## src/hw/rtl/sbeu_pkg.sv

```systemverilog
// ----------------------------------------------------------------------------
// sbeu_pkg
// Shared opcodes, error codes and request/result types of the bytecode unit.
// ----------------------------------------------------------------------------
package sbeu_pkg;

  typedef enum logic [4:0] {
    OP_NOP   = 5'd0,  OP_PUSHI = 5'd1,  OP_PUSHB = 5'd2,  OP_POP   = 5'd3,
    OP_DUP   = 5'd4,  OP_ADD   = 5'd5,  OP_SUB   = 5'd6,  OP_MUL   = 5'd7,
    OP_DIV   = 5'd8,  OP_NEG   = 5'd9,  OP_INC   = 5'd10, OP_DEC   = 5'd11,
    OP_EQ    = 5'd12, OP_NE    = 5'd13, OP_LT    = 5'd14, OP_GT    = 5'd15,
    OP_LE    = 5'd16, OP_GE    = 5'd17, OP_NOT   = 5'd18, OP_LOAD  = 5'd19,
    OP_STORE = 5'd20, OP_JMP   = 5'd21, OP_JIF   = 5'd22, OP_JIT   = 5'd23,
    OP_JBACK = 5'd24, OP_RET   = 5'd25, OP_RETV  = 5'd26
  } op_e;

  typedef enum logic [2:0] {
    ERR_NONE  = 3'd0,
    ERR_DIVZ  = 3'd1,
    ERR_OVER  = 3'd2,
    ERR_UNDER = 3'd3,
    ERR_SLOT  = 3'd4
  } err_e;

  localparam int InWidth  = 88;
  localparam int ResWidth = 158;
  localparam int OutWidth = 160;

  // decoded request handed from front to back
  typedef struct packed {
    op_e         op;
    logic [63:0] value;
    logic [15:0] index;
    logic [1:0]  need;     // entries the op consumes
    logic        push;     // op grows the stack
    logic        slot_op;  // load or store
  } dec_t;

  // result, first field in the highest bits
  typedef struct packed {
    err_e        error;
    logic [63:0] ret_val;
    logic        has_return;
    logic        finished;
    logic        safepoint_request;
    logic [15:0] jump_target;
    logic        jump_taken;
    logic [6:0]  depth;
    logic [63:0] top_value;
  } res_t;

  typedef struct packed {
    logic clearing;
  } sts_t;

endpackage

```

## src/hw/rtl/sbeu_queue.sv

```systemverilog
// ----------------------------------------------------------------------------
// sbeu_queue
// Two-entry request queue between decode and execute.
// ----------------------------------------------------------------------------
module sbeu_queue (
  input  logic           clk_i,
  input  logic           rst_ni,
  input  logic           push_i,
  input  sbeu_pkg::dec_t data_i,
  output logic           full_o,
  output logic           valid_o,
  input  logic           pop_i,
  output sbeu_pkg::dec_t data_o
);

  sbeu_pkg::dec_t ent_q [2];
  logic           wptr_q, rptr_q;
  logic [1:0]     cnt_q;

  assign full_o  = (cnt_q == 2'd2);
  assign valid_o = (cnt_q != 2'd0);
  assign data_o  = ent_q[rptr_q];

  always_ff @(posedge clk_i) begin
    if (push_i) begin
      ent_q[wptr_q] <= data_i;
    end
  end

  always_ff @(posedge clk_i or negedge rst_ni) begin
    if (!rst_ni) begin
      wptr_q <= 1'b0;
      rptr_q <= 1'b0;
      cnt_q  <= 2'd0;
    end else begin
      if (push_i) begin
        wptr_q <= !wptr_q;
      end
      if (pop_i) begin
        rptr_q <= !rptr_q;
      end
      if (push_i && !pop_i) begin
        cnt_q <= cnt_q + 2'd1;
      end else if (pop_i && !push_i) begin
        cnt_q <= cnt_q - 2'd1;
      end
    end
  end

endmodule

```

## config.mk

```make
export PLATFORM = sky130hd
export DESIGN_NAME = sbeu_queue
export DESIGN_NICKNAME = d
export VERILOG_FILES = /design/src/hw/rtl/sbeu_pkg.sv /design/src/hw/rtl/sbeu_queue.sv
export SDC_FILE = /design/constraint.sdc
export NUM_CORES = 1
export LEC_CHECK = 0
export BUFFER_PORTS_ARGS = -buffer_cell sky130_fd_sc_hd__buf_4
export CAP_MARGIN = 40
export CORE_ASPECT_RATIO = 1.2
export CORE_UTILIZATION = 33
export DETAILED_ROUTE_END_ITERATION = 8
export GPL_TIMING_DRIVEN = 0
export SLEW_MARGIN = 30
export SYNTH_ARGS = -nofsm -noshare
export SYNTH_HDL_FRONTEND = slang
export SYNTH_SLANG_ARGS = --single-unit
```

## constraint.sdc

```tcl
create_clock -name clk_i -period 13.97 [get_ports clk_i]
set_input_delay 2.794 -clock clk_i [delete_from_list [all_inputs] [get_ports clk_i]]
set_output_delay 2.794 -clock clk_i [all_outputs]
set_load 0.005 [all_outputs]
```

==> run_results.csv <==
group,metric,value,unit
status,status,"finished, final reports clean",
routing,dr_total_vias,3351,
hold_path,hp-class,"flop to flop",
sta,slew_headroom,61.2,%
critical_path,critPathMaxFanout,10,
synth,yosys_warnings,0,
clock_network,cts_buffers,17,
global_routing,grtUsageTotal,12.3,%
place,port_buffers,183,
sta,setup_viol,0,
power_and_ir_drop,switchingPower,450,uW
sta,slew_violations,0,
clock_network,holdBufCountCts,0,
die,rows,56,
critical_path,cp.buffers_inverters,3,
critical_path,critPathLaunchType,"flop",
clock_network,clk_pin_slew,0.07,ns
die,fp.dieW,132,um
clock_network,cts_max_path_buffers,2,
synth,ys_types,13,
routing,wl_per_cell,16.1,um
power_and_ir_drop,p_int,1.29,mW
place,dp_slack,9.80,ns
power_and_ir_drop,ir_drop,0.0831,mV
flow_run,maxCapViolations,0,
global_routing,overflow,0,
place,gp_congestion,0.720,
routing,antenna_left,0,
critical_path,cp.required,11.18,ns
routing,first_pass_iters,6,
cells_and_area,syn_to_final_growth,36.3,%
sta,setup_ws,9.53,ns
power_and_ir_drop,p_seq_share,42.9,%
sta,finalHoldViolations,0,
power_and_ir_drop,pwr-share-comb,31.5,%
clock_network,cts_sinks,182,
clock_network,clock_latency,0.42,ns
synth,syn_nets,387,
critical_path,slowest_stage,"mux2_2",
power_and_ir_drop,power.density,192,nW/um2
synth,synth-compound-area-share,0,%
cells_and_area,stdcell_count,775,
synth,synthAdderAreaFrac,0.188,%
routing,drtIter0Drc,145,
cells_and_area,layout_common_cells,"buf_4, edfxtp_1, mux2_2",
clock_network,cts_root_buf,"clkbuf_16",
global_routing,grt_pass1_vias,3710,
sta,hold_ws,0.509,ns
clock_network,htree_levels,4,
routing,drc,0,
global_routing,grt_pass1_wl,19100,um
cells_and_area,antennaDiodeCount,0,
die,dieArea,20800,um2
cells_and_area,final_net_count,595,
power_and_ir_drop,p_clk_share,25.6,%
die,ios,184,
synth,synth.area.mux_share,15.0,%
cells_and_area,layout-drive-gt1-share,62.3,%
sta,fin_crit,4.44,ns
critical_path,startpoint,"rptr_q$_DFFE_PN0P_",
synth,synth_seq_cells,182,
sta,timing.fmax,0.225,GHz
clock_network,cts_setup_buffers,0,
critical_path,crit_type,"flop to primary output",
die,core,19700,um2
critical_path,path_delay_family,"buffers and inverters",
routing,wl,12400,um
synth,seq_area_frac_synth,81.6,%
critical_path,path_cells,"buf_6 > clkbuf_8 > mux2_2 > buf_4",
synth,synthXorXnorAreaFrac,0.656,%
critical_path,arrival,1.64,ns
die,die_y,158,um
sta,tns,0,ns
critical_path,reg2reg_setup_slack,12.29,ns
synth,synthSimpleGateAreaFrac,0.431,%
global_routing,grt_max_degree,41,
synth,synth_area,6670,um2
hold_path,min_from,"cnt_q[1]$_DFFE_PN0P_",
power_and_ir_drop,p_leak,3.39,nW
synth,synth_top_family_by_area,"multiplexers",
place,dp_hpwl,8570,um
die,start_util,33.9,%
sta,finalClockSkew,0.00611,ns
sta,timing.final.crit_share,31.8,%
clock_network,cts_resized,0,
sta,rsz0062_at_grt,"false",
critical_path,cpPeakStageDelay,0.35,ns
place,dp_cells,743,
synth,avgSynthCellArea,22.8,um2
cells_and_area,layout_commonest_cell,"buf_4",
power_and_ir_drop,switching_share,25.8,%
critical_path,rr_startpoint,"wptr_q$_DFFE_PN0P_",
synth,syn_inst,293,
global_routing,antenna_found_initial,0,
routing,avgViaCountPerCell,4.32,
clock_network,cts_tree,"done",
critical_path,cp-end-kind,"primary output",
sta,tightest_slew,0.581,ns
==> logic make-up after synthesis <==
group / Yosys count
and+or+nand+nor: 5
adders and majority gates: 1
buffers and inverters: 11
DFF: 182
muxes: 89
xor gates and xnor gates: 5
==> metrics by stage <==
step,total power [mW],util [%],cell area (um2)
CTS,1.78,46.2,9100
global placement,1.30,42.5,8370
global route,1.84,46.2,9100
detailed placement,1.32,43.4,8540
finish,1.74,46.2,9100
floorplan,1.04,-,6670
==> power groups by stage <==
stage	clock network [mW]	logic, mW	registers (mW)
6_report	0.447	0.549	0.748
5_1_grt	0.485	0.595	0.757
4_1_cts	0.467	0.565	0.749
3_5_place_dp	0	0.562	0.760
3_3_place_gp	0	0.527	0.776
2_1_floorplan	0	0.277	0.765
==> metal layers <==
| layer | share of wire [%] | vias to the layer above | wire length (um) | track usage [%] |
|---|---|---|---|---|
| li1 | - | 1569 | - | - |
| met1 | 39 | 1664 | 4800 | 13.1 |
| met2 | 53 | 112 | 6620 | 21.8 |
| met3 | 7.4 | 6 | 927 | 5.32 |
| met4 | 0.80 | 0 | 100 | 4.32 |
| met5 | 0 | - | 0 | 0 |
==> sequential cells by signal (all words and copies together) (netlist names) <==
register	count
wptr_q	1
ent_q	178
cnt_q	2
rptr_q	1
==> final cells by class <==
type,instances,area (um2)
Buffer,10,135
Inverter,1,3.75
Multi-Input combinational cell,100,1100
Clock inverter,12,120
Sequential cell,182,5450
Clock buffer,20,437
Timing Repair Buffer,189,1530
Tap cell,261,327
Fill cell,1687,10600
==> final timing paths <==
path | endpoint | depth (start not counted)
hold / removal | cnt_q[1]$_DFFE_PN0P_ | 1
setup reg to reg | ent_q[1][32]$_DFFE_PP_ | 3
min in group asynchronous | wptr_q$_DFFE_PN0P_ | 1
hold reg to reg | cnt_q[1]$_DFFE_PN0P_ | 1
max in group asynchronous | cnt_q[1]$_DFFE_PN0P_ | 1
setup / recovery | data_o[59] | 4
==> synth_stat cells <==
library cell  instances  share of area, %
mux2_2               89                15
nor2b_1               2              0.19
ha_1                  1              0.19
xor2_1                4              0.53
and2_1                1             0.094
clkbuf_8              9               1.9
xnor2_1               1              0.13
inv_1                 1             0.056
dfrtp_1               4               1.5
buf_6                 1              0.17
edfxtp_1            178                80
or2_2                 1             0.094
nor2_1                1             0.056
Note: power is estimated with default switching activity, not from simulation.
