$ cat src/hw/rtl/sbeu_pkg.sv
// ----------------------------------------------------------------------------
// sbeu_pkg
// Shared opcodes, error codes and request/result types of the bytecode unit.
// ----------------------------------------------------------------------------
package sbeu_pkg;

  typedef enum logic [4:0] {
    OP_NOP   = 5'd0,  OP_PUSHI = 5'd1,  OP_PUSHB = 5'd2,  OP_POP   = 5'd3,
    OP_DUP   = 5'd4,  OP_ADD   = 5'd5,  OP_SUB   = 5'd6,  OP_MUL   = 5'd7,
    OP_DIV   = 5'd8,  OP_NEG   = 5'd9,  OP_INC   = 5'd10, OP_DEC   = 5'd11,
    OP_EQ    = 5'd12, OP_NE    = 5'd13, OP_LT    = 5'd14, OP_GT    = 5'd15,
    OP_LE    = 5'd16, OP_GE    = 5'd17, OP_NOT   = 5'd18, OP_LOAD  = 5'd19,
    OP_STORE = 5'd20, OP_JMP   = 5'd21, OP_JIF   = 5'd22, OP_JIT   = 5'd23,
    OP_JBACK = 5'd24, OP_RET   = 5'd25, OP_RETV  = 5'd26
  } op_e;

  typedef enum logic [2:0] {
    ERR_NONE  = 3'd0,
    ERR_DIVZ  = 3'd1,
    ERR_OVER  = 3'd2,
    ERR_UNDER = 3'd3,
    ERR_SLOT  = 3'd4
  } err_e;

  localparam int InWidth  = 88;
  localparam int ResWidth = 158;
  localparam int OutWidth = 160;

  // decoded request handed from front to back
  typedef struct packed {
    op_e         op;
    logic [63:0] value;
    logic [15:0] index;
    logic [1:0]  need;     // entries the op consumes
    logic        push;     // op grows the stack
    logic        slot_op;  // load or store
  } dec_t;

  // result, first field in the highest bits
  typedef struct packed {
    err_e        error;
    logic [63:0] ret_val;
    logic        has_return;
    logic        finished;
    logic        safepoint_request;
    logic [15:0] jump_target;
    logic        jump_taken;
    logic [6:0]  depth;
    logic [63:0] top_value;
  } res_t;

  typedef struct packed {
    logic clearing;
  } sts_t;

endpackage

$ cat src/hw/rtl/sbeu_front.sv
// ----------------------------------------------------------------------------
// sbeu_front
// Accepts instruction requests and decodes them for the queue.
// ----------------------------------------------------------------------------
module sbeu_front (
  input  logic                       s_valid_i,
  output logic                       s_ready_o,
  input  logic [sbeu_pkg::InWidth-1:0] s_data_i,
  input  logic                       q_full_i,
  input  sbeu_pkg::sts_t             sts_i,
  output logic                       q_push_o,
  output sbeu_pkg::dec_t             q_data_o
);

  logic [4:0] mode;

  assign mode      = s_data_i[4:0];
  assign s_ready_o = !q_full_i && !sts_i.clearing;
  assign q_push_o  = s_valid_i && s_ready_o;

  always_comb begin
    q_data_o       = '0;
    q_data_o.value = s_data_i[68:5];
    q_data_o.index = s_data_i[84:69];
    // unknown modes behave as nop
    if (mode <= sbeu_pkg::OP_RETV) begin
      q_data_o.op = sbeu_pkg::op_e'(mode);
    end else begin
      q_data_o.op = sbeu_pkg::OP_NOP;
    end
    case (q_data_o.op)
      sbeu_pkg::OP_POP, sbeu_pkg::OP_DUP, sbeu_pkg::OP_NEG, sbeu_pkg::OP_INC,
      sbeu_pkg::OP_DEC, sbeu_pkg::OP_NOT, sbeu_pkg::OP_STORE, sbeu_pkg::OP_JIF,
      sbeu_pkg::OP_JIT, sbeu_pkg::OP_RETV: begin
        q_data_o.need = 2'd1;
      end
      sbeu_pkg::OP_ADD, sbeu_pkg::OP_SUB, sbeu_pkg::OP_MUL, sbeu_pkg::OP_DIV,
      sbeu_pkg::OP_EQ, sbeu_pkg::OP_NE, sbeu_pkg::OP_LT, sbeu_pkg::OP_GT,
      sbeu_pkg::OP_LE, sbeu_pkg::OP_GE: begin
        q_data_o.need = 2'd2;
      end
      default: begin
        q_data_o.need = 2'd0;
      end
    endcase
    q_data_o.push = (q_data_o.op == sbeu_pkg::OP_PUSHI) || (q_data_o.op == sbeu_pkg::OP_PUSHB) ||
                    (q_data_o.op == sbeu_pkg::OP_DUP) || (q_data_o.op == sbeu_pkg::OP_LOAD);
    q_data_o.slot_op = (q_data_o.op == sbeu_pkg::OP_LOAD) ||
                       (q_data_o.op == sbeu_pkg::OP_STORE);
  end

endmodule

$ cat config.mk
export PLATFORM = sky130hd
export DESIGN_NAME = sbeu_front
export DESIGN_NICKNAME = d
export VERILOG_FILES = /design/src/hw/rtl/sbeu_pkg.sv /design/src/hw/rtl/sbeu_front.sv
export SDC_FILE = /design/constraint.sdc
export NUM_CORES = 1
export LEC_CHECK = 0
export BUFFER_PORTS_ARGS = -buffer_cell sky130_fd_sc_hd__buf_2
export CAP_MARGIN = 15
export CORE_AREA = 2 2 71 73
export DETAILED_ROUTE_END_ITERATION = 6
export DIE_AREA = 0 0 73 75
export GPL_TIMING_DRIVEN = 0
export PLACE_DENSITY = 0.75
export SYNTH_ARGS = -nofsm -noshare
export SYNTH_HDL_FRONTEND = slang
export SYNTH_SLANG_ARGS = --single-unit
$ cat constraint.sdc
create_clock -name vclk -period 1.2
set_clock_uncertainty 0.15 [all_clocks]
set_input_delay 0.18 -clock vclk [all_inputs]
set_output_delay 0.18 -clock vclk [all_outputs]
set_load 0.03 [all_outputs]
==> results of run 1 <==
[area by class of cell]
class	count	area, µm²
Fill cell	503	3110
Buffer	84	672
Timing Repair Buffer	98	529
Multi-Input combinational cell	31	267
Tap cell	54	67.6
Inverter	3	16.3
[per-stage QoR]
| stage | area (µm²) | instances |
|---|---|---|
| 2_1_floorplan | 867 | 118 |
| 3_3_place_gp | 1410 | 267 |
| 3_5_place_dp | 1410 | 267 |
| 4_1_cts | 1520 | 270 |
| 5_1_grt | 1550 | 270 |
| 6_report | 1550 | 270 |
[final timing paths]
path / start / endpoint / slack (ps) / cells after the start
setup / recovery: s_data_i[1] / q_data_o[1] / -20 / 5
hold / removal: s_data_i[42] / q_data_o[57] / 460 / 2
[worst max-delay path, cell delays in order]
cell	delay (ps)
buf_12	120
xnor2_2	130
nand3_1	90
a31oi_2	200
buf_6	160
[logic make-up (layout without fill, tap and decap cells)]
| group | after synthesis | after routing | share of synthesized area |
|---|---|---|---|
| XOR/XNOR | 1 | 1 | 0.0103 |
| AO/OA/AOI/OAI | 13 | 13 | 0.115 |
| buffers and inverters | 87 | 185 | 0.770 |
| AND/OR/NAND/NOR | 17 | 17 | 0.105 |
[where the power goes]
part           internal [W]  total [W]  switching [W]
registers                 0          0              0
clock network             0          0              0
logic              0.000359   0.000850       0.000490
[synth_stat cells]
cell	n
xnor2_1	1
inv_2	1
o221a_1	1
inv_1	1
o21ai_2	1
nor2_1	4
a21oi_1	5
and2_1	1
nand2_1	4
a31oi_1	2
nor2_2	2
a2bb2oi_1	1
buf_6	2
nor2b_1	1
nand2b_4	1
buf_4	82
o32ai_2	1
nand3_1	4
o21a_1	2
inv_4	1
[timing repair]
action                     4_1_cts  5_1_grt
resized for setup               22        8
buffers inserted                 3        0
setup endpoints to repair        6        6
pin swaps                        6        3
[per-layer routing]
metal	share of wire	global-route usage	vias to the layer above
li1	-	-	488
met1	0.26	0.0544	415
met2	0.61	0.163	82
met3	0.14	0.0134	0
met4	0	0	0
met5	0	0	-
==> flow_summary.yaml, run 1 <==
global_route:
  grt_pass1_wl_um: 3020
  first_global_vias: 750
  grt_max_degree: 11
  grt.total_usage: 0.0671
  overflow: 0
  grt_antenna_before_repair: 0
die:
  die-area_mm2: 0.00548
  initial_core_util: 0.182
  rows: 25
  die_h_um: 75
  die_x_um: 73
  core_region_area_mm2: 0.00466
  num_io_pins: 182
place:
  pre_cts_slack_ps: -127
  io_buffers: 95
  dpl.hpwl_um: 2430
  gp_congestion: 0.634
timing:
  report.final.slew_viol_count: 0
  fin_hold_ws_ps: 460
  hold_violations: 0
  fin_crit_sh: 1.02
  setup_ws_ps: -22.9
  setup_viol: 1
  maxSlewHeadroom: 0.872
  finalSetupTns_ps: -22.9
  rsz0062_at_grt: "yes"
  worst_slew_pin_slew_ps: 192
  period_needed_ps: 1220
  max_freq_mhz: 818
critical_path:
  cp_max_fo: 8
  cp.required_ps: 870
  path_class: "input pin to output port"
  setup.worst_path.start_class: "input pin"
  cp_data_arrival_time_ps: 890
  end_kind: "output port"
routing:
  drc: 0
  vias: 985
  first_pass_iters: 4
  routedWlPerCell_um: 9.71
  drtIter0Drc: 18
  ant_nets: 0
  vias_per_cell: 3.65
  routed_wl_um: 2620
outcome:
  status: "finished with violations"
  violations: "setup timing"
run:
  maxCapViolCount: 0
finish:
  seq_cell_count: 0
  seqCellArea_um2: 0
  nClkBuffers: 0
  nets: 309
  post-route-util: 0.333
  final_common_cell: "buf_2"
  synthToLayoutAreaGrowth_pct: 83.2
  diodes: 0
  drive_gt1_frac: 0.926
  mostFrequentLayoutCells: "buf_2, buf_4, buf_6, a21oi_1"
synthesis:
  synthDistinctLibCells: 20
  synth_top_area_share: 0.727
  synth_warnings: 0
  netlist_instances: 118
  syn_area_um2: 847
  syn_area_per_cell_um2: 7.18
  yosys-top-cells-area: "buf_4, a21oi_1, buf_6, nand3_1, o32ai_2"
  synth.net_count: 209
  synth_top_area_cell: "buf_4"
  seq_area_frac_synth: 0
min_path:
  hp-class: "input pin to output port"
clock_network:
  hold_buffers: 0
power_and_ir_drop:
  p_leak_nw: 0.917
  power.density_mw_per_mm2: 548
  power_w: 0.000850
  ir_drop_v: 0.000190
(Power assumes the default switching activity.)
==> run 2: changes to the inputs <==
- CAP_MARGIN: 15 -> 10
- CORE_AREA: 2 2 71 73 -> 2 2 70 72
- DIE_AREA: 0 0 73 75 -> 0 0 72 74
- PLACE_DENSITY: 0.75 -> 0.79
- clock period: 1.2 -> 1 ns (I/O delays scaled with it)
==> run 2 against run 1 <==
Setup slack worse by 140 ps; the flow still finishes with violations (setup timing); sequential cell count is the same; critical path type unchanged; first-iteration DRC count increased by 17%; worst hold slack lost 60 ps; power grew 36%; wire length increased by 7.3%; via count increased by 6.6%; critical path depth unchanged; final cell count is 3.3% higher.
==> flow_summary.yaml, run 2 (synthesis gave the netlist of run 1 again) <==
die:
  rows: 25
  die_x_um: 72
  initial_core_util: 0.184
  die_h_um: 74
  die-area_mm2: 0.00533
  core_region_area_mm2: 0.00460
  num_io_pins: 182
place:
  dpl.hpwl_um: 2430
  gp_congestion: 0.637
  io_buffers: 95
  placed_cells: 267
  pre_cts_slack_ps: -311
routing:
  drtIter0Drc: 21
  first_pass_iters: 2
  routedWlPerCell_um: 10.1
  vias: 1050
  vias_per_cell: 3.76
  ant_nets: 0
  routed_wl_um: 2810
  drc: 0
timing:
  period_needed_ps: 1160
  worst_slew_pin_slew_ps: 222
  maxSlewHeadroom: 0.852
  hold_violations: 0
  report.final.slew_viol_count: 0
  setup_ws_ps: -160
  fin_hold_ws_ps: 400
  setup_viol: 9
  fin_crit_sh: 1.16
  finalSetupTns_ps: -702
  max_freq_mhz: 862
  rsz0062_at_grt: "yes"
global_route:
  grt_antenna_before_repair: 0
  first_global_vias: 798
  grt.total_usage: 0.0774
  overflow: 0
  grt_pass1_wl_um: 3410
  grt_max_degree: 10
power_and_ir_drop:
  combPwrFrac: 1.000
  share_seq_of_total_power: 0
  power.switching_w: 0.000627
  clock_power_share: 0
  power.density_mw_per_mm2: 628
  ir_drop_v: 0.000225
  p_int_w: 0.000528
  p_leak_nw: 1.03
  netSwitchingFraction: 0.543
finish:
  diodes: 0
  drive_gt1_frac: 0.969
  nets: 318
  post-route-util: 0.400
  seq_cell_count: 0
  multi_input_area_um2: 349
  mostFrequentLayoutCells: "buf_4, buf_2, buf_6"
  fill_cells: 480
  synthToLayoutAreaGrowth_pct: 117
  seqCellArea_um2: 0
  nClkBuffers: 0
  stdcell_count: 279
outcome:
  violations: "setup timing"
  status: "finished with violations"
critical_path:
  cp_max_fo: 8
  setup.worst_path.start_class: "input pin"
  path_class: "input pin to output port"
  end_kind: "output port"
  cp.required_ps: 700
  cp_data_arrival_time_ps: 860
run:
  maxCapViolCount: 0
min_path:
  hp-class: "input pin to output port"
clock_network:
  hold_buffers: 0
run 2: cell types whose count changed in the layout (fill, tap and decap cells not counted), moves of 3 or more:
cell,delta
buf_6,+9
nand2_1,-3
buf_12,+3
a21oi_2,+3
nand2_4,+3
buf_2,-6
a21oi_1,-3
run 2: cell type report:
class              count  area share
plain buffers         84       0.370
repair buffers       107       0.390
well taps             54      0.0367
inverters              3      0.0143
multi-input cells     31       0.190
run 2: power by group through the flow:
stage                     logic, W  registers, W  clock network [W]
after global routing       0.00121             0                  0
after floorplan           0.000802             0                  0
after detailed placement   0.00101             0                  0
after CTS                  0.00112             0                  0
final                      0.00116             0                  0
after global placement    0.000998             0                  0
run 2: routing by layer:
metal  up-vias  share of wire  global-route usage
li1        509              -                   -
met5         -              0                   0
met4         0              0                   0
met1       456           0.27              0.0811
met3         0           0.15              0.0149
met2        85           0.58               0.167
run 2: through the flow:
stage	power, W	cell area (µm²)
after floorplan	0.000802	961
after global placement	0.000998	1500
after detailed placement	0.00101	1500
after CTS	0.00112	1730
after global routing	0.00121	1840
final	0.00116	1840
run 2: final timing paths:
| check | startpoint | to | cells after the start |
|---|---|---|---|
| min | s_data_i[83] | q_data_o[18] | 2 |
| max | s_data_i[4] | q_data_o[2] | 5 |
run 2: critical path, stage by stage:
cell     delay [ps]
buf_12          130
nor2b_4         120
o21ai_2         140
o221a_4         190
buf_6           130
run 2: repair_timing:
| item | CTS | global route |
|---|---|---|
| setup endpoints to repair | 9 | 9 |
| gates resized for setup | 40 | 12 |
| pin swaps | 11 | 8 |
| buffers inserted | 7 | 4 |
| cloned | 1 | 1 |
